==> src/coo_pkg.sv <==
// Package with shared types and fixed field widths for the COO to CSR converter.
package coo_pkg;

    // Fixed widths of the stream fields.
    localparam int CMD_W = 3;
    localparam int ROW_W = 13;
    localparam int VAL_W = 64;
    localparam int POS_W = 17;
    localparam int STS_W = 2;
    localparam int CFG_W = 13;

    // Width of the stored offsets and slots; sums wrap at this width.
    localparam int ACC_W = 32;

    // Reset value of the rows_in_use register.
    localparam logic [CFG_W-1:0] ROWS_RESET = 13'd4096;

    // Command codes carried in the input tuser.
    typedef enum logic [CMD_W-1:0] {
        CMD_COUNT = 3'd0,
        CMD_BUILD = 3'd1,
        CMD_PLACE = 3'd2,
        CMD_READ  = 3'd3,
        CMD_CLEAR = 3'd4
    } t_cmd;

    // Status codes carried in the output tuser.
    typedef enum logic [STS_W-1:0] {
        STS_OK   = 2'd0,
        STS_ROW  = 2'd1,
        STS_FULL = 2'd2
    } t_sts;

    // Sequencer states.
    typedef enum logic [2:0] {
        S_IDLE,
        S_CLR,
        S_DISP,
        S_EXEC,
        S_BLD_RD,
        S_BLD_WR,
        S_REPLY
    } t_state;

endpackage

==> src/coo_ctrl.sv <==
// Sequencer that runs each command through the offset and slot memories.
module coo_ctrl #(
    parameter int ROWS_MAX    = 4096,
    parameter int ENTRIES_MAX = 65536,
    parameter int COL_BITS    = 20,
    localparam int AW  = $clog2(ROWS_MAX + 1),
    localparam int NAW = $clog2(ROWS_MAX)
) (
    input  logic                         i_clk,
    input  logic                         i_rst_n,
    input  logic [coo_pkg::CFG_W-1:0]    i_rows_in_use,
    // Input item
    input  logic                         i_valid,
    output logic                         o_ready,
    input  coo_pkg::t_cmd                i_cmd,
    input  logic [coo_pkg::ROW_W-1:0]    i_row,
    input  logic [COL_BITS-1:0]          i_col,
    input  logic [coo_pkg::VAL_W-1:0]    i_val,
    // Result item
    output logic                         o_res_valid,
    input  logic                         i_res_ready,
    output logic [coo_pkg::POS_W-1:0]    o_pos,
    output logic [COL_BITS-1:0]          o_col,
    output logic [coo_pkg::VAL_W-1:0]    o_val,
    output coo_pkg::t_sts                o_sts,
    // Row offset memory
    output logic                         o_ro_we,
    output logic [AW-1:0]                o_ro_waddr,
    output logic [coo_pkg::ACC_W-1:0]    o_ro_wdata,
    output logic [AW-1:0]                o_ro_raddr,
    input  logic [coo_pkg::ACC_W-1:0]    i_ro_rdata,
    // Next free slot memory
    output logic                         o_nfs_we,
    output logic [NAW-1:0]               o_nfs_waddr,
    output logic [coo_pkg::ACC_W-1:0]    o_nfs_wdata,
    output logic [NAW-1:0]               o_nfs_raddr,
    input  logic [coo_pkg::ACC_W-1:0]    i_nfs_rdata,
    // Shared adder
    output logic [coo_pkg::ACC_W-1:0]    o_alu_a,
    output logic [coo_pkg::ACC_W-1:0]    o_alu_b,
    input  logic [coo_pkg::ACC_W-1:0]    i_alu_sum,
    input  logic                         i_alu_ge
);

    localparam int CW = (AW > coo_pkg::ROW_W) ? AW : coo_pkg::ROW_W;
    localparam int TW = $clog2(ENTRIES_MAX + 1);

    // Control state.
    coo_pkg::t_state r_state, n_state;
    logic [AW-1:0]   r_idx, n_idx;
    logic [TW-1:0]   r_total, n_total;
    logic            r_clr_reply, n_clr_reply;

    // Item and result payload.
    coo_pkg::t_cmd               r_cmd, n_cmd;
    logic [coo_pkg::ROW_W-1:0]   r_row, n_row;
    logic [COL_BITS-1:0]         r_col, n_col;
    logic [coo_pkg::VAL_W-1:0]   r_val, n_val;
    logic [coo_pkg::ACC_W-1:0]   r_acc, n_acc;
    logic [coo_pkg::POS_W-1:0]   r_pos, n_pos;
    logic [COL_BITS-1:0]         r_col_res, n_col_res;
    logic [coo_pkg::VAL_W-1:0]   r_val_res, n_val_res;
    coo_pkg::t_sts               r_sts, n_sts;

    // Effective row count and row arithmetic in a common width.
    logic [CW-1:0]             w_cfg_ext;
    logic [CW-1:0]             w_n;
    logic [CW-1:0]             w_row_ext;
    logic [CW-1:0]             w_row_p1;
    logic [CW-1:0]             w_idx_ext;
    logic [AW-1:0]             w_idx_p1;
    logic [TW-1:0]             w_total_inc;
    logic [coo_pkg::ACC_W-1:0] w_total32;
    logic [coo_pkg::ACC_W-1:0] w_total_inc32;

    assign w_cfg_ext     = CW'(i_rows_in_use);
    assign w_n           = (w_cfg_ext == '0) ? CW'(1) :
                           (w_cfg_ext > CW'(ROWS_MAX)) ? CW'(ROWS_MAX) : w_cfg_ext;
    assign w_row_ext     = CW'(r_row);
    assign w_row_p1      = w_row_ext + CW'(1);
    assign w_idx_ext     = CW'(r_idx);
    assign w_idx_p1      = r_idx + AW'(1);
    assign w_total_inc   = r_total + TW'(1);
    assign w_total32     = coo_pkg::ACC_W'(r_total);
    assign w_total_inc32 = coo_pkg::ACC_W'(w_total_inc);

    // Control registers.
    always_ff @(posedge i_clk) begin
        if (!i_rst_n) begin
            r_state     <= coo_pkg::S_CLR;
            r_idx       <= '0;
            r_total     <= '0;
            r_clr_reply <= 1'b0;
        end else begin
            r_state     <= n_state;
            r_idx       <= n_idx;
            r_total     <= n_total;
            r_clr_reply <= n_clr_reply;
        end
    end

    // Payload registers.
    always_ff @(posedge i_clk) begin
        r_cmd     <= n_cmd;
        r_row     <= n_row;
        r_col     <= n_col;
        r_val     <= n_val;
        r_acc     <= n_acc;
        r_pos     <= n_pos;
        r_col_res <= n_col_res;
        r_val_res <= n_val_res;
        r_sts     <= n_sts;
    end

    // Next state, memory accesses and adder operands.
    always_comb begin
        n_state     = r_state;
        n_idx       = r_idx;
        n_total     = r_total;
        n_clr_reply = r_clr_reply;
        n_cmd       = r_cmd;
        n_row       = r_row;
        n_col       = r_col;
        n_val       = r_val;
        n_acc       = r_acc;
        n_pos       = r_pos;
        n_col_res   = r_col_res;
        n_val_res   = r_val_res;
        n_sts       = r_sts;

        o_ready     = 1'b0;
        o_res_valid = 1'b0;
        o_ro_we     = 1'b0;
        o_ro_waddr  = r_idx;
        o_ro_wdata  = '0;
        o_ro_raddr  = w_row_ext[AW-1:0];
        o_nfs_we    = 1'b0;
        o_nfs_waddr = w_row_ext[NAW-1:0];
        o_nfs_wdata = i_alu_sum;
        o_nfs_raddr = w_row_ext[NAW-1:0];
        o_alu_a     = i_ro_rdata;
        o_alu_b     = coo_pkg::ACC_W'(1);

        unique case (r_state)
            coo_pkg::S_IDLE: begin
                o_ready = 1'b1;
                if (i_valid) begin
                    n_cmd     = i_cmd;
                    n_row     = i_row;
                    n_col     = i_col;
                    n_val     = i_val;
                    n_pos     = '0;
                    n_col_res = '0;
                    n_val_res = '0;
                    n_sts     = coo_pkg::STS_OK;
                    n_state   = coo_pkg::S_DISP;
                end
            end

            // Range and capacity checks, then the first memory read.
            coo_pkg::S_DISP: begin
                n_state = coo_pkg::S_REPLY;
                unique case (r_cmd)
                    coo_pkg::CMD_COUNT: begin
                        n_pos = w_total32[coo_pkg::POS_W-1:0];
                        if (w_row_ext >= w_n) begin
                            n_sts = coo_pkg::STS_ROW;
                        end else if (r_total >= TW'(ENTRIES_MAX)) begin
                            n_sts = coo_pkg::STS_FULL;
                        end else begin
                            o_ro_raddr = w_row_p1[AW-1:0];
                            n_state    = coo_pkg::S_EXEC;
                        end
                    end
                    coo_pkg::CMD_BUILD: begin
                        // Offset of row zero is always zero.
                        n_idx   = '0;
                        n_acc   = '0;
                        n_state = coo_pkg::S_BLD_RD;
                    end
                    coo_pkg::CMD_PLACE: begin
                        if (w_row_ext >= w_n) begin
                            n_sts = coo_pkg::STS_ROW;
                        end else begin
                            o_nfs_raddr = w_row_ext[NAW-1:0];
                            n_state     = coo_pkg::S_EXEC;
                        end
                    end
                    coo_pkg::CMD_READ: begin
                        if (w_row_ext > w_n) begin
                            n_sts = coo_pkg::STS_ROW;
                        end else begin
                            o_ro_raddr = w_row_ext[AW-1:0];
                            n_state    = coo_pkg::S_EXEC;
                        end
                    end
                    coo_pkg::CMD_CLEAR: begin
                        n_idx       = '0;
                        n_clr_reply = 1'b1;
                        n_state     = coo_pkg::S_CLR;
                    end
                    default: begin
                        n_state = coo_pkg::S_REPLY;
                    end
                endcase
            end

            // Read data is back: count and place update their memory through the shared adder; read keeps it.
            coo_pkg::S_EXEC: begin
                n_state = coo_pkg::S_REPLY;
                case (r_cmd)
                    coo_pkg::CMD_COUNT: begin
                        o_ro_we    = 1'b1;
                        o_ro_waddr = w_row_p1[AW-1:0];
                        o_ro_wdata = i_alu_sum;
                        n_total    = w_total_inc;
                        n_pos      = w_total_inc32[coo_pkg::POS_W-1:0];
                    end
                    coo_pkg::CMD_PLACE: begin
                        o_alu_a = i_nfs_rdata;
                        if (i_alu_ge) begin
                            n_sts = coo_pkg::STS_FULL;
                        end else begin
                            o_nfs_we    = 1'b1;
                            o_nfs_waddr = w_row_ext[NAW-1:0];
                            o_nfs_wdata = i_alu_sum;
                            n_pos       = i_nfs_rdata[coo_pkg::POS_W-1:0];
                            n_col_res   = r_col;
                            n_val_res   = r_val;
                        end
                    end
                    coo_pkg::CMD_READ: begin
                        n_pos = i_ro_rdata[coo_pkg::POS_W-1:0];
                    end
                    default: begin
                        n_state = coo_pkg::S_REPLY;
                    end
                endcase
            end

            // Build: fetch the count of row idx.
            coo_pkg::S_BLD_RD: begin
                o_ro_raddr = w_idx_p1;
                n_state    = coo_pkg::S_BLD_WR;
            end

            // Build: add the running offset and record the next free slot.
            coo_pkg::S_BLD_WR: begin
                o_alu_b     = r_acc;
                o_ro_we     = 1'b1;
                o_ro_waddr  = w_idx_p1;
                o_ro_wdata  = i_alu_sum;
                o_nfs_we    = 1'b1;
                o_nfs_waddr = r_idx[NAW-1:0];
                o_nfs_wdata = r_acc;
                n_acc       = i_alu_sum;
                if (w_idx_ext == (w_n - CW'(1))) begin
                    n_pos   = w_total32[coo_pkg::POS_W-1:0];
                    n_state = coo_pkg::S_REPLY;
                end else begin
                    n_idx   = w_idx_p1;
                    n_state = coo_pkg::S_BLD_RD;
                end
            end

            // Clearing pass over all offsets, after reset or on command.
            coo_pkg::S_CLR: begin
                o_ro_we    = 1'b1;
                o_ro_waddr = r_idx;
                o_ro_wdata = '0;
                n_total    = '0;
                if (w_idx_ext == CW'(ROWS_MAX)) begin
                    n_idx       = '0;
                    n_clr_reply = 1'b0;
                    n_state     = r_clr_reply ? coo_pkg::S_REPLY : coo_pkg::S_IDLE;
                end else begin
                    n_idx = w_idx_p1;
                end
            end

            // Hand the result to the output register.
            coo_pkg::S_REPLY: begin
                o_res_valid = 1'b1;
                if (i_res_ready) begin
                    n_state = coo_pkg::S_IDLE;
                end
            end

            default: begin
                n_state = coo_pkg::S_IDLE;
            end
        endcase
    end

    assign o_pos = r_pos;
    assign o_col = r_col_res;
    assign o_val = r_val_res;
    assign o_sts = r_sts;

endmodule

==> config.mk <==
export PLATFORM = sky130hd
export DESIGN_NAME = coo_ctrl
export DESIGN_NICKNAME = d
export VERILOG_FILES = /design/src/coo_pkg.sv /design/src/coo_ctrl.sv
export SDC_FILE = /design/constraint.sdc
export NUM_CORES = 1
export LEC_CHECK = 0
export ABC_AREA = 1
export BUFFER_PORTS_ARGS = -buffer_cell sky130_fd_sc_hd__buf_2
export CORE_AREA = 2 2 193 195
export CTS_CLUSTER_DIAMETER = 80
export DETAILED_ROUTE_END_ITERATION = 8
export DIE_AREA = 0 0 195 197
export HOLD_SLACK_MARGIN = 0.05
export PLACE_DENSITY = 0.64
export SKIP_LAST_GASP = 1
export SYNTH_ARGS = -nofsm -noshare
export SYNTH_HDL_FRONTEND = slang
export SYNTH_SLANG_ARGS = --single-unit
==> constraint.sdc <==
create_clock -name i_clk -period 8.8 [get_ports i_clk]
set_input_delay 0.88 -clock i_clk [delete_from_list [all_inputs] [get_ports i_clk]]
set_output_delay 0.88 -clock i_clk [all_outputs]
set_load 0.03 [all_outputs]
Word level (Yosys, flattened, before mapping)
Index checks and enable logic that the tools add are counted.

Divide/modulo/power cells: 0. Equal/unequal tests: 31. Bitwise operators: 0. Multiply operators: 0. Shifts and indexed selects: 0. Add/sub/neg operators: 4. Muxes and demuxes: 67. Order comparisons: 4. Reduce and logical (&&, ||, !) cells: 21.

Operator list (number): two-way mux 32 bit (6); two-way mux 64 bit (3); case mux 32 bit (2 select lines) (2); case mux 64 bit (2 select lines) (1); two-way mux 13 bit (9); two-way mux 17 bit (5); case mux 17 bit (4 select lines) (1); two-way mux 20 bit (3); case mux 13 bit (2 select lines) (2); case mux 17 bit (3 select lines) (1); case mux 20 bit (2 select lines) (1); case mux 13 bit (3 select lines) (1); case mux 17 bit (2 select lines) (1); adder 13 x 1 -> 13 bit, second input constant (2); two-way mux 3 bit (8); case mux 3 bit (7 select lines) (1); != test 2 bit, second input constant (10); adder 17 x 1 -> 17 bit, second input constant (1); greater-or-equal comparator 17 bit, second input constant (1); two-way mux 2 bit (8); case mux 3 bit (5 select lines) (1); == test 13 bit (1); == test 13 bit, second input constant (1); greater-or-equal comparator 13 bit (1); 25 further kinds (56).

Memories kept: 0. Input bits: 214. Logic and storage cells: 140. Register bits after elaboration: 269. Memory bits (writable): 0. Memory bits (read-only): 0. Bits in latches: 0.

Depth between registers and ports, before layout
Depth after elaboration: 7. Depth in mapped cells: 19. Depth with buffers taken out: 19.

Worst setup path after synthesis
No wires, ideal clock.

Path kind: reg-to-reg. Start point: reg r_cmd[2]. End point: reg r_col_res[0] (netlist: o_col[0]), enable pin. Arrival: 7.977 ns. Slack: 0.163 ns. Cell stages (with the launch flop): 7. Setup time: 0.660 ns. Path through: edfxtp_1 nor2_2 inv_1 nor2_1 nand2_2 clkbuf_1 a221oi_1.

Cells in the longest elaborated chain, start to end: 3.

Ends and longest elaborated chain: start, declared (RTL line coo_ctrl.sv:55) `coo_pkg::t_cmd r_cmd, n_cmd;`; start signal, assigned (RTL line coo_ctrl.sv:104) `r_cmd <= n_cmd;`; == test 3 x 2 -> 1 bit (RTL line coo_ctrl.sv:211) `case (r_cmd)`; != test 2 bit (no line); AND reduction 4 bit (no line); end signal, assigned (RTL line coo_ctrl.sv:110) `r_col_res <= n_col_res;`; end, declared (RTL line coo_ctrl.sv:61) `logic [COL_BITS-1:0] r_col_res, n_col_res;`.

Every way passes these cells. A chain may end at the register's enable or synchronous reset.

Worst setup path after layout
Start point: reg r_cmd[2]. End point: out o_alu_a[11] in the netlist's numbering.

Cells in the longest elaborated chain, start to end: 3.

Ends and longest elaborated chain: == test 3 x 2 -> 1 bit (RTL line coo_ctrl.sv:211); two-way mux 32 bit (RTL line coo_ctrl.sv:211); two-way mux 32 bit (RTL line coo_ctrl.sv:144) `unique case (r_state)`; end, declared (RTL line coo_ctrl.sv:39) `output logic [coo_pkg::ACC_W-1:0] o_alu_a,`.

Every way passes these cells.

==> impl_metrics.ini <==
[floorplanning]
start_util_pct = 37.3
coreArea_um2 = 36300
io_pins = 499
dieArea_um2 = 38400
dieHeight_um = 197
die_x_um = 195
rows = 70

[grt]
track_usage_pct = 22.9
antenna_found_initial = 3
grt_max_degree = 95
grt_pass1_vias = 11600
overflow = 0
grt_pass1_wl_um = 67300

[clock_network]
clkLatencyLatePin_ps = 590
cts_tree = built
cts_max_path_buffers = 3
cts-root-buf = clkbuf_16
post_cts_buffers = 0
htreeDepth = 1
cts.repair.resized = 0
cts_sinks = 269
cts_hold_buf = 0
numCtsBuffers = 30
path_clk_slew_ps = 60

[critical_path]
crit_fanout = 45
critPathKind = register to primary output
path_cells = nor2_2 > inv_1 > nor2_1 > buf_4 > nand2_2 > o21ai_0 > inv_1 > buf_2
worstRegToRegCells = 8
worst_ep_arrival_time_ps = 3760
path_delay_family = simple AND/OR/NAND/NOR gates
r2r-start = r_cmd[2]
end_kind = primary output
worstPathBufferInverterCount = 4
cp-startpoint = r_cmd[2]
r2r_slack_ps = 4430
cpMostUsedCell = inv_1
critPathMaxStageDelay_ps = 760
r2r-end = o_val[10]
start_kind = register
cp_slowest_cell = nor2_2
required_ps = 7920

[synthesis]
async_flop_share_pct = 0
synth_flop_cell = edfxtp_1
netlist_top_cells_count = inv_1 (260), nor2_1 (257), edfxtp_1 (235)
ys_warn_count = 0
syn_inst = 1436
netlist-cell-type-count = 51
synth_top_area_share_pct = 52.2
syn-mean-instance-area_um2 = 9.41
synth_top_area_cell = edfxtp_1
synth.area.top_cells = edfxtp_1 (52%), inv_1 (7.2%), nor2_1 (7.1%), nand2_1 (5.1%), dfxtp_1 (5.0%)
ys_seq_area_share_pct = 57.2
synthesis.area_um2 = 13500
ys_ff_latch = 269
yosysMostFrequentCell = inv_1
synth_edf_count = 235
syn-num-nets = 1669

[sta]
worst_pin_slew_ps = 1120
clock_skew_ps = 45.5
finalSetupViolCount = 0
fmax_ghz = 0.215
period_needed_ps = 4640
rsz0062_at_grt = false
fin_crit_sh_pct = 52.8
final_hold_viol_count = 0
slew_headroom_pct = 25.2
tns_ps = 0
finalMaxSlewViolations = 0

[finish]
fin_nets = 2146
drive_gt1_share_pct = 31.8
final_cell_count_no_fill = 2406
fillers = 3434
areaGrowthSynthToFinish_pct = 29.5

[routing]
wl_per_cell_um = 18.9
drc = 0
drt_iter0_markers = 556
totalWireLength_um = 45400
detail-route-antenna-nets = 0
viasPerCell = 4.94
drtPass1Iterations = 5
vias = 11900

[min_path]
holdCritStartpoint = i_val[26]
whs_endpoint = r_val[26]
hold_path_class = input pin to register
holdPathStages = 1

[flow_run]
max_cap_violations = 0

[power_and_ir_drop]
p_leak_uw = 0.00817
ir_drop_mv = 0.219
p_per_area_nw_per_um2 = 166

[placement]
hpwl_um = 34700
io_buffers = 498
place_inst = 2349
place_congestion = 0.929

[outcome]
status = finished clean
==> flip-flops by register name, summed over array words and instances (netlist names) <==
signal / cells
r_clr_reply: 1
r_val: 64
r_total: 17
r_row: 13
o_sts: 2
o_pos: 17
r_idx: 13
r_acc: 32
r_col: 20
r_cmd: 3
o_val: 64
r_state: 3
o_col: 20
==> cell type report <==
class	instances	area, um^2	share of cell area, %
antenna	1	2.50	0.0143
clock buffer	35	769	4.40
clock inverter	21	303	1.73
inverter	264	992	5.67
multi-input combinational	836	4510	25.8
sequential	269	7740	44.2
tap	468	586	3.35
timing repair buffer	512	2600	14.8
==> routing by layer <==
metal  global-route usage (%)  vias to the layer above  wire (um)
li1                         -                     5668          -
met1                     26.7                     5557      17500
met2                     40.3                      561      22300
met3                     5.68                      107       3870
met4                     9.47                        2       1750
met5                        0                        -         13
==> metrics by stage <==
stage	hold slack [ps]	cell area, um^2	setup WS (ps)	utilization, %	power (uW)
6_report	459	17500	4160	48.3	2900
5_1_grt	429	17500	3770	48.3	3000
4_1_cts	423	17500	4140	48.3	2940
3_5_place_dp	464	16400	4280	45.3	1590
3_3_place_gp	454	16400	4330	45.3	1590
2_1_floorplan	445	13500	163	-	1500
==> logic make-up after synthesis <==
group                      Yosys count  share of synthesized area [%]
AOI/OAI and AO/OA                  222                           10.3
muxes                               19                           1.56
DFF                                269                           57.2
buffers and inverters              331                           9.73
adders and majority gates           19                           1.76
and+or+nand+nor                    536                           16.6
xor gates and xnor gates            40                           2.75
==> worst register-to-register path: stages, from the launching register on <==
cell	delay (ps)
edfxtp_1	450
nor2_2	760
inv_1	260
nor2_1	160
buf_4	170
nand2_2	580
a221oi_4	460
buf_4	370
buf_4	710
==> worst max-delay path by stage <==
stage,slack (ps),end,depth (start not counted)
after floorplan,160,o_col[0],6
after detailed placement,4280,o_ro_raddr[1],19
after CTS,4140,o_alu_a[11],8
after global routing,3770,o_alu_a[11],8
after global placement,4330,o_ro_raddr[0],19
final,4160,o_alu_a[11],8
==> placed cells by master (no fill, tap or decap), types with 4 or more instances in the layout <==
cell,count
buf_4,14
nand3_2,7
buf_2,498
or2_2,4
o21bai_1,31
nor3_2,4
nand2_2,7
o2111ai_1,5
nand3_1,42
clkbuf_16,30
clkbuf_1,5
bufinv_16,6
xor2_1,35
nor2_1,253
edfxtp_1,235
clkinv_1,5
o21ai_0,64
o221ai_1,26
dfxtp_1,34
nand4_1,8
o22ai_1,8
nor2_2,4
inv_1,259
nand2_1,185
ha_1,19
clkinv_2,5
nor3_1,11
o211ai_1,16
nor2_4,5
mux2_2,17
a21oi_1,58
==> power breakdown <==
| part | switching, uW | internal, uW |
|---|---|---|
| clock | 529 | 810 |
| combinational | 115 | 71.3 |
| sequential | 3.72 | 1380 |
Power figures use the tool's default switching activity.
