## config.mk

```make
export PLATFORM = sky130hd
export DESIGN_NAME = coo_alu
export DESIGN_NICKNAME = d
export VERILOG_FILES = /design/src/coo_pkg.sv /design/src/coo_alu.sv
export SDC_FILE = /design/constraint.sdc
export NUM_CORES = 1
export LEC_CHECK = 0
export BUFFER_PORTS_ARGS = -buffer_cell sky130_fd_sc_hd__buf_2
export CORE_ASPECT_RATIO = 0.75
export CORE_MARGIN = 2
export CORE_UTILIZATION = 49
export DETAILED_ROUTE_END_ITERATION = 12
export GPL_TIMING_DRIVEN = 0
export MAX_ROUTING_LAYER = met4
export PLACE_DENSITY_LB_ADDON = 0.3
export REMOVE_ABC_BUFFERS = 1
export SLEW_MARGIN = 10
export SYNTH_ARGS = -nofsm -noshare
export SYNTH_HDL_FRONTEND = slang
export SYNTH_SLANG_ARGS = --single-unit
```

## constraint.sdc

```tcl
create_clock -name vclk -period 2.8
set_clock_uncertainty 0.1 [all_clocks]
set_input_delay 0.28 -clock vclk [all_inputs]
set_output_delay 0.28 -clock vclk [all_outputs]
set_load 0.05 [all_outputs]
```

## src/coo_pkg.sv

```systemverilog
// Package with shared types and fixed field widths for the COO to CSR converter.
package coo_pkg;

    // Fixed widths of the stream fields.
    localparam int CMD_W = 3;
    localparam int ROW_W = 13;
    localparam int VAL_W = 64;
    localparam int POS_W = 17;
    localparam int STS_W = 2;
    localparam int CFG_W = 13;

    // Width of the stored offsets and slots; sums wrap at this width.
    localparam int ACC_W = 32;

    // Reset value of the rows_in_use register.
    localparam logic [CFG_W-1:0] ROWS_RESET = 13'd4096;

    // Command codes carried in the input tuser.
    typedef enum logic [CMD_W-1:0] {
        CMD_COUNT = 3'd0,
        CMD_BUILD = 3'd1,
        CMD_PLACE = 3'd2,
        CMD_READ  = 3'd3,
        CMD_CLEAR = 3'd4
    } t_cmd;

    // Status codes carried in the output tuser.
    typedef enum logic [STS_W-1:0] {
        STS_OK   = 2'd0,
        STS_ROW  = 2'd1,
        STS_FULL = 2'd2
    } t_sts;

    // Sequencer states.
    typedef enum logic [2:0] {
        S_IDLE,
        S_CLR,
        S_DISP,
        S_EXEC,
        S_BLD_RD,
        S_BLD_WR,
        S_REPLY
    } t_state;

endpackage

```

## src/coo_alu.sv

```systemverilog
// Shared adder and capacity compare used by count, build and place.
module coo_alu #(
    parameter int LIMIT = 65536
) (
    input  logic [coo_pkg::ACC_W-1:0] i_a,
    input  logic [coo_pkg::ACC_W-1:0] i_b,
    output logic [coo_pkg::ACC_W-1:0] o_sum,
    output logic                      o_ge
);

    // Wrapping sum and the check of operand a against the capacity.
    assign o_sum = i_a + i_b;
    assign o_ge  = (i_a >= coo_pkg::ACC_W'(LIMIT));

endmodule

```

-- Word-level counts from Yosys, hierarchy flattened
Cells that the tools add are included.
- register bits after elaboration: 0
- latch bits: 0
- RAM bits: 0
- memory bits (read-only): 0
- bits of input ports: 64
- output and inout port bits: 33
- word-level logic and storage cells: 2
- memories kept: 0
- add/subtract/negate cells: 1
- $mul: 0
- divide/modulo/power cells: 0
- magnitude comparators: 1
- equal/unequal tests: 0
- shifts and indexed selects: 0
- mux-type cells: 0
- bitwise logic cells: 0
- reduce and logical (&&, ||, !) cells: 0
- operators with widths (cell ; count):
    32-bit adder ; 1
    32-bit by 17-bit greater-or-equal comparator with 1-bit output, second input constant ; 1

-- Longest topological paths before layout
Gate-level depths: netlist (run 1).
- word-level depth: 1
- gate-level depth with buffers: 9
- mapped depth without buffers: 9

-- Worst setup path before layout (run 1)
Ideal clock, no wire load.
- path type: input to output
- start point: in i_a[18] (netlist bit)
- end point: out o_sum[31] (netlist bit)
- arrival time: 2.902 ns
- setup slack: -0.482 ns
- stages: 9
- path buffers: 1
- cells stage by stage: ha_1 -> buf_4 -> a21oi_2 -> o21ai_1 -> a2111oi_2 -> o41ai_1 -> a41oi_2 -> nor3_1 -> a211oi_1
- longest elaborated chain between the ends: 1
- RTL lines (what ; line ; text):
    from (decl) ; coo_alu.sv:5 ; input logic [coo_pkg::ACC_W-1:0] i_a,
    32-bit adder ; coo_alu.sv:12 ; assign o_sum = i_a + i_b;
    to (decl) ; coo_alu.sv:7 ; output logic [coo_pkg::ACC_W-1:0] o_sum,
No other way between the ends.

-- Worst setup path in the final report (run 1)
- start point: in i_a[0] (netlist bit)
- end point: out o_sum[24] (netlist bit)
The elaborated chain is that of the path after synthesis.

==> impl_metrics.py, run 1 <==
metrics = {
    "setup_path": {
        "start_kind": "input pin",
        "cp_top_family": "compound AO/OA/AOI/OAI gates",
        "required_ns": 2.42,
        "slowest_delay_ns": 0.37,
        "endpoint_kind": "primary output",
        "crit_end": "o_sum[24]",
        "cpMaxStageDelayCell": "fa_2",
        "cpMostUsedCell": "a211o_1",
        "path_buf_inv": 2,
        "path_cells": "buf_6, ha_4, fa_2, a21o_1, a211o_1, a211o_1, a21boi_4, o21ai_1, a21oi_1, xnor2_1, buf_4",
        "crit_path_start": "i_a[0]",
        "cp_max_fo": 5,
        "crit_type": "in2out",
        "path_depth": 11,
        "critical_path_arrival_ns": 2.59,
    },
    "die": {
        "start_util": 0.5089,
        "core_area_um2": 3661,
        "die-area_um2": 4316,
        "ios": 97,
        "fp.dieW_um": 75.20,
        "die_h_um": 57.40,
        "row_count": 19,
    },
    "status": {
        "status": "finished with violations",
        "violations": "negative setup slack",
    },
    "placement": {
        "place_inst": 398,
        "portBuffers": 97,
        "dpl_cell_area_um2": 2384,
        "gp_congestion": 0.9078,
        "dp_hpwl_um": 4466,
    },
    "pwr": {
        "power_density_nw_per_um2": 403.5,
        "switching_power_uw": 722.2,
        "internal_power_uw": 377.5,
        "seqPwrFrac": 0,
        "irDropWorstVdd_uv": 268.6,
        "power_switching_share": 0.6567,
        "p_comb_frac": 1.000,
        "clkPwrFrac": 0,
        "power.leakage_uw": 0.001264,
    },
    "sta": {
        "clock.fmax_ghz": 0.3370,
        "hold_ws_ns": 0.8891,
        "hold_violations": 0,
        "finalSetupViolations": 8,
        "setup_ws_ns": -0.1676,
        "worstMarginPinSlew_ns": 0.4883,
        "slew_violations": 0,
        "slew_headroom": 0.6714,
        "fin_crit_ns": 2.968,
        "finalSetupTns_ns": -0.7483,
        "grt_setup_unrepaired": "true",
        "timing.final.crit_share": 1.060,
    },
    "global_route": {
        "grt_pass1_vias": 2045,
        "antenna_found_initial": 0,
        "grt_remaining_overflow": 0,
        "track_usage": 0.2506,
        "grt_max_degree": 11,
        "grt_first_pass_wirelength_um": 8631,
    },
    "route": {
        "wl_per_cell_um": 14.55,
        "wl_um": 5935,
        "drc_errors": 0,
        "viasPerCell": 5.843,
        "dr.pass1.iters": 4,
        "drtAntennaViolNets": 0,
        "via_count": 2384,
        "drt_iter0_markers": 106,
    },
    "synth": {
        "yosysWarnings": 0,
        "synth_cells": 255,
        "avgSynthCellArea_um2": 7.306,
        "yosysUniqueCellTypes": 56,
        "synth_seq_area_share": 0,
        "synth_area_um2": 1863,
    },
    "final_layout": {
        "postLayoutCellArea_um2": 2725,
        "n_sequential_cell": 0,
        "nets": 454,
        "antenna_cells": 0,
        "areaGrowthSynthToFinish_pct": 46.27,
        "final_core_util": 0.7444,
        "regArea_um2": 0,
        "layout-drive-gt1-share": 0.4354,
        "nClkBuffers": 0,
        "fin_cells": 408,
    },
    "job": {
        "maxCapViolCount": 0,
    },
    "clocking": {
        "hold_buffers": 0,
    },
    "hold_path": {
        "hp-class": "in2out",
    },
}
[final cells by class]
cell class	instances	area [um^2]
multi-input combinational	243	2026
timing repair buffer	107	611.8
inverter	6	22.52
tap	52	65.06
fill	294	935.9
[what timing repair did]
action                     in CTS  in global routing
setup endpoints to repair      17                 17
gates resized for setup        36                 23
buffers inserted                5                  5
pin swaps                      18                 14
[synthesized netlist by cell type, drive strengths merged (5+ instances only)]
master / count / area share
nor2: 16 / 0.032
inv: 6 / 0.012
nor3: 11 / 0.032
xor2: 11 / 0.052
nand3: 7 / 0.019
a21oi: 32 / 0.094
ha: 31 / 0.21
a21o: 14 / 0.058
o21ai: 10 / 0.027
nor4: 5 / 0.017
xnor2: 18 / 0.085
nand2: 29 / 0.060
[layout by cell type, fill, tap and decap left out, drive strengths merged, types with 3 or more instances in the layout]
cell	count
o21a	4
o21bai	3
a31oi	4
buf	105
o211ai	4
a2111oi	3
nand3	7
xnor2	18
nand2	29
nor2	16
nor3	11
xor2	11
ha	31
a21o	14
and2	3
a21oi	32
nor4	5
o31ai	3
nand4	4
o21ai	10
inv	6
[layer usage]
layer,track usage,part of all wire,vias up
li1,-,-,1184
met5,-,0,-
met1,0.3468,0.46,1096
met3,0.001767,0.055,8
met4,0.03759,0.013,0
met2,0.4198,0.47,96
[how the worst min path moves through the flow]
stage           start       end  depth (start not counted)
2_1_floorplan  i_b[0]  o_sum[0]                          1
3_3_place_gp   i_b[0]  o_sum[0]                          3
3_5_place_dp   i_b[0]  o_sum[0]                          3
4_1_cts        i_a[0]  o_sum[0]                          3
5_1_grt        i_a[0]  o_sum[0]                          3
6_report       i_b[0]  o_sum[0]                          3
[power groups by stage]
stage | registers [uW] | logic, uW | clock network (uW)
after detailed placement | 0 | 967 | 0
final | 0 | 1100 | 0
after floorplan | 0 | 756 | 0
after CTS | 0 | 1040 | 0
after global placement | 0 | 957 | 0
after global routing | 0 | 1160 | 0
[per-stage QoR]
| step | power (uW) | worst slack (ns) |
|---|---|---|
| after global routing | 1161 | -0.1916 |
| after CTS | 1037 | -0.1443 |
| after global placement | 957.4 | -0.3483 |
| final | 1100 | -0.1676 |
| after floorplan | 755.6 | -0.4746 |
| after detailed placement | 967.2 | -0.3675 |
[cell families (layout without fill, tap and decap cells)]
logic type,after synthesis,after routing,synth area share
XOR/XNOR,29,29,0.1363
AO/OA/AOI/OAI,94,94,0.3754
multiplexers,2,2,0.01075
adder cells (fa/ha/maj),32,32,0.2189
buffers and inverters,12,113,0.02821
AND/OR/NAND/NOR,86,86,0.2304
(Power assumes the default switching activity.)
==> inputs of run 2 (changes only) <==
--- a/config.mk
+++ b/config.mk
@@ -11,8 +11,7 @@
 export CORE_UTILIZATION = 49
 export DETAILED_ROUTE_END_ITERATION = 12
 export GPL_TIMING_DRIVEN = 0
-export MAX_ROUTING_LAYER = met4
-export PLACE_DENSITY_LB_ADDON = 0.3
+export PLACE_DENSITY = 0.86
 export REMOVE_ABC_BUFFERS = 1
 export SLEW_MARGIN = 10
 export SYNTH_ARGS = -nofsm -noshare
==> run 2 against run 1 <==
  * The flow still finishes with violations (negative setup slack)
  * Count of clock-buffer cells in the layout did not move
  * Total power rose by 3.0%
  * Worst setup slack improved by 0.041 ns
  * Critical path depth did not move
  * Flip-flop and latch count did not move
  * Final cell count fell by 0.25%
  * Critical endpoint is now o_sum[28]
  * Highest routed layer unchanged
==> impl_metrics.py, run 2 (same netlist as run 1, synthesis figures left out) <==
metrics = {
    "status": {
        "status": "finished with violations",
        "violations": "negative setup slack",
    },
    "die": {
        "core_area_um2": 3661,
        "fp.dieW_um": 75.20,
        "start_util": 0.5089,
        "row_count": 19,
        "die_h_um": 57.40,
        "die-area_um2": 4316,
        "ios": 97,
    },
    "route": {
        "drt_iter0_markers": 208,
        "wl_um": 6245,
        "drc_errors": 0,
        "viasPerCell": 5.939,
        "drtAntennaViolNets": 0,
        "wl_per_cell_um": 15.34,
        "via_count": 2417,
        "dr.pass1.iters": 4,
    },
    "global_route": {
        "grt_first_pass_wirelength_um": 8783,
        "grt_max_degree": 11,
        "track_usage": 0.2473,
        "use_met1": 0.3132,
        "grt_remaining_overflow": 0,
        "grtUsageMet2": 0.4424,
        "globalRouteMet3Util": 0.02650,
        "grt_busiest_layer": "met2",
        "antenna_found_initial": 0,
        "grt_pass1_vias": 2143,
    },
    "placement": {
        "dp_hpwl_um": 4567,
        "gp_congestion": 0.8134,
        "portBuffers": 97,
    },
    "final_layout": {
        "nets": 453,
        "areaGrowthSynthToFinish_pct": 48.69,
        "final_common_cell": "buf_2",
        "antenna_cells": 0,
        "regArea_um2": 0,
        "fillers": 281,
        "final_core_util": 0.7567,
        "n_sequential_cell": 0,
        "layout-drive-gt1-share": 0.4451,
        "mostFrequentLayoutCells": "buf_2, nand2_1, a21oi_1, ha_1, buf_4",
        "nClkBuffers": 0,
    },
    "pwr": {
        "irDropWorstVdd_uv": 272.9,
        "power.leakage_uw": 0.001285,
        "power_density_nw_per_um2": 409.0,
        "fin_total_pwr_uw": 1133,
    },
    "sta": {
        "slew_headroom": 0.6491,
        "slew_violations": 0,
        "grt_setup_unrepaired": "true",
        "timing.final.crit_share": 1.045,
        "worstMarginPinSlew_ns": 0.5130,
        "clock.fmax_ghz": 0.3416,
        "finalSetupViolations": 8,
        "setup_ws_ns": -0.1270,
        "fin_crit_ns": 2.927,
        "hold_violations": 0,
        "finalSetupTns_ns": -0.6359,
    },
    "setup_path": {
        "crit_type": "in2out",
        "start_kind": "input pin",
        "crit_end": "o_sum[28]",
        "endpoint_kind": "primary output",
        "required_ns": 2.42,
        "crit_path_start": "i_a[0]",
        "critical_path_arrival_ns": 2.55,
        "cp_max_fo": 4,
    },
    "clocking": {
        "hold_buffers": 0,
    },
    "hold_path": {
        "hold_start": "i_b[0]",
        "hp-class": "in2out",
    },
    "job": {
        "maxCapViolCount": 0,
    },
}
[run 2: final cells by class]
| type | instances | area (um^2) | area share |
|---|---|---|---|
| multi-input combinational | 243 | 2063 | 0.7448 |
| timing repair buffer | 106 | 619.3 | 0.2236 |
| tap | 52 | 65.06 | 0.02349 |
| inverter | 6 | 22.52 | 0.008130 |
[run 2: routing by layer]
layer / up-vias / part of all wire
met1: 1085 / 0.41
met2: 130 / 0.49
met4: 0 / 0.029
met5: - / 0
li1: 1180 / -
met3: 22 / 0.075
[run 2: repair_timing]
| action | CTS | global route |
|---|---|---|
| setup endpoints to repair | 14 | 18 |
| setup buffers | 5 | 4 |
| resized for setup | 29 | 39 |
| pin swaps | 14 | 23 |
[run 2: critical path, stage by stage]
cell,delay [ns]
buf_6,0.10
ha_4,0.15
fa_2,0.35
a21o_1,0.18
a211o_1,0.27
a211o_1,0.34
a21boi_4,0.21
o2111ai_1,0.18
nand2_1,0.15
xnor2_2,0.15
buf_6,0.19
[run 2: worst min path at each step]
stage,endpoint,slack (ns),depth (start not counted)
final,o_sum[0],0.89,3
after global routing,o_sum[0],0.89,3
after CTS,o_sum[0],0.88,3
after detailed placement,o_sum[0],0.89,3
after global placement,o_sum[0],0.88,3
after floorplan,o_sum[0],0.83,1
[run 2: report_power, final]
| part | total, uW | switching (uW) | internal (uW) |
|---|---|---|---|
| Sequential | 0 | 0 | 0 |
| Clock | 0 | 0 | 0 |
| Combinational | 1130 | 739 | 394 |
| Total | 1130 | 739 | 394 |
[run 2: metrics by stage]
stage	instances	worst slack, ns	hold WS (ns)	instance area, um^2
2_1_floorplan	249	-0.4746	0.8327	1833
3_3_place_gp	398	-0.3442	0.8849	2384
3_5_place_dp	398	-0.3967	0.8894	2384
4_1_cts	403	-0.1506	0.8826	2527
5_1_grt	407	-0.2497	0.8900	2770
6_report	407	-0.1270	0.8871	2770
==> inputs of run 3 (changes only) <==
--- a/config.mk
+++ b/config.mk
@@ -5,13 +5,14 @@
 export SDC_FILE = /design/constraint.sdc
 export NUM_CORES = 1
 export LEC_CHECK = 0
+export ABC_AREA = 1
 export BUFFER_PORTS_ARGS = -buffer_cell sky130_fd_sc_hd__buf_2
 export CORE_ASPECT_RATIO = 0.75
 export CORE_MARGIN = 2
-export CORE_UTILIZATION = 49
+export CORE_UTILIZATION = 52
 export DETAILED_ROUTE_END_ITERATION = 12
 export GPL_TIMING_DRIVEN = 0
-export PLACE_DENSITY = 0.86
+export PLACE_DENSITY = 0.85
 export REMOVE_ABC_BUFFERS = 1
 export SLEW_MARGIN = 10
 export SYNTH_ARGS = -nofsm -noshare
==> run 3 against run 2 <==
  * The flow now finishes without violations
  * Worst hold slack worse by 0.0034 ns
  * Critical path depth is 2 higher
  * Non-clock buffer count is 9 lower
  * Flip-flop and latch count stayed put
  * First-iteration DRC count is 38% higher
  * Combinational power is 14% lower
  * Design area is 7.3% higher
  * Count of clock-buffer cells in the layout stayed put
  * Via count is 32% higher
  * Critical endpoint is now o_sum[20]
  * Highest routed layer unchanged
==> impl_metrics.py, run 3 <==
metrics = {
    "global_route": {
        "grt_max_degree": 7,
        "antenna_found_initial": 0,
        "grt_pass1_vias": 2811,
        "track_usage": 0.2859,
        "grt_remaining_overflow": 0,
        "grt_first_pass_wirelength_um": 11960,
    },
    "sta": {
        "finalSetupTns_ns": 0,
        "grt_setup_unrepaired": "false",
        "fin_crit_ns": 2.585,
        "slew_violations": 0,
        "clock.fmax_ghz": 0.3869,
        "timing.final.crit_share": 0.9231,
        "slew_headroom": 0.8064,
        "hold_violations": 0,
        "worstMarginPinSlew_ns": 0.2878,
        "finalSetupViolations": 0,
    },
    "route": {
        "drc_errors": 0,
        "via_count": 3196,
        "wl_um": 7415,
        "wl_per_cell_um": 11.36,
        "dr.pass1.iters": 7,
        "drtAntennaViolNets": 0,
        "drt_iter0_markers": 287,
        "viasPerCell": 4.894,
    },
    "pwr": {
        "power_density_nw_per_um2": 327.2,
        "power.leakage_uw": 0.002106,
        "switching_power_uw": 704.9,
        "seqPwrFrac": 0,
        "power_switching_share": 0.7246,
        "internal_power_uw": 267.9,
        "irDropWorstVdd_uv": 206.9,
        "clkPwrFrac": 0,
        "p_comb_frac": 1.000,
    },
    "synth": {
        "synth_area_um2": 2416,
        "synth_most_common_cell": "nand2_1",
        "yosysWarnings": 0,
        "avgSynthCellArea_um2": 4.842,
        "synth_largest_area_cell": "nand2_1",
        "synth_cells": 499,
        "yosysUniqueCellTypes": 21,
        "synthTopCellsByArea": "nand2_1, inv_1, ha_1, nor2_1, xor2_1",
        "ys_top_cells_by_count": "nand2_1, inv_1, nor2_1",
        "synth_seq_area_share": 0,
        "synth_top_area_share": 0.3433,
    },
    "final_layout": {
        "final_common_cell": "nand2_1",
        "postLayoutCellArea_um2": 2973,
        "fin_cells": 653,
        "regArea_um2": 0,
        "nClkBuffers": 0,
        "mostFrequentLayoutCells": "nand2_1, inv_1, buf_2, nor2_1, ha_1",
        "fillers": 505,
        "layout-drive-gt1-share": 0.2081,
        "nets": 694,
        "areaGrowthSynthToFinish_pct": 23.05,
        "antenna_cells": 0,
        "n_sequential_cell": 0,
    },
    "setup_path": {
        "start_kind": "input pin",
        "critical_path_arrival_ns": 2.20,
        "cp_max_fo": 4,
        "crit_type": "in2out",
        "endpoint_kind": "primary output",
        "required_ns": 2.42,
    },
    "placement": {
        "dpl_cell_area_um2": 2973,
        "portBuffers": 97,
        "dp_hpwl_um": 6716,
        "place_inst": 653,
        "gp_congestion": 1.014,
    },
    "hold_path": {
        "hp-class": "in2out",
    },
    "die": {
        "core_area_um2": 4467,
        "die-area_um2": 5213,
        "start_util": 0.5409,
        "row_count": 21,
        "fp.dieW_um": 82.71,
        "die_h_um": 63.03,
        "ios": 97,
    },
    "clocking": {
        "post-cts-setup-buffer-count": 0,
        "cts-resized-gates": 0,
        "hold_buffers": 0,
    },
    "job": {
        "maxCapViolCount": 0,
    },
    "status": {
        "status": "completed",
    },
}
run 3: kinds of logic after synthesis:
| logic type | count (synthesis) | synth area share |
|---|---|---|
| simple gates | 316 | 0.5469 |
| buf+inv | 112 | 0.1740 |
| xor+xnor | 16 | 0.05800 |
| compound gates | 23 | 0.05230 |
| fa+ha+maj | 32 | 0.1688 |
run 3: critical path, cell delays in order:
cell	delay [ns]
buf_2	0.10
ha_1	0.23
fa_1	0.52
nand3_1	0.15
nand3_2	0.08
nand2_1	0.08
nand2_2	0.08
nand2_1	0.08
nand2_2	0.08
nand2_1	0.09
nand3_1	0.07
nand2_1	0.09
buf_2	0.26
run 3: power by group through the flow:
stage               clock [uW]  sequential [uW]  combinational [uW]
finish                       0                0                 973
global route                 0                0                1060
CTS                          0                0                 964
detailed placement           0                0                 961
global placement             0                0                 948
floorplan                    0                0                 731
run 3: path summary, 6_finish.rpt:
kind,start,end,slack [ns],depth (start not counted)
worst max-delay path,i_a[0],o_sum[20],0.22,13
worst min-delay path,i_b[0],o_sum[0],0.88,3
run 3: final cells by class:
class | instances | area, um^2 | area share
inverter | 112 | 420.4 | 0.1414
multi-input combinational | 387 | 1996 | 0.6713
tap | 57 | 71.32 | 0.02399
timing repair buffer | 97 | 485.5 | 0.1633
run 3: metrics by stage:
step,power (uW),util,hold WS (ns),setup slack (ns)
global route,1056,0.6655,0.9024,0.1009
floorplan,731.3,-,0.8327,0.2849
global placement,947.7,0.6655,0.8847,0.3068
finish,972.8,0.6655,0.8837,0.2153
CTS,964.4,0.6655,0.8891,0.2509
detailed placement,961.3,0.6655,0.8880,0.2496
run 3: metal layers:
| layer | up-vias | GRT usage | wire length [um] |
|---|---|---|---|
| li1 | 1696 | - | - |
| met1 | 1403 | 0.4357 | 3674 |
| met2 | 91 | 0.4688 | 3256 |
| met3 | 6 | 0.008671 | 463 |
| met4 | 0 | 0.004098 | 21 |
| met5 | - | 0 | 0 |
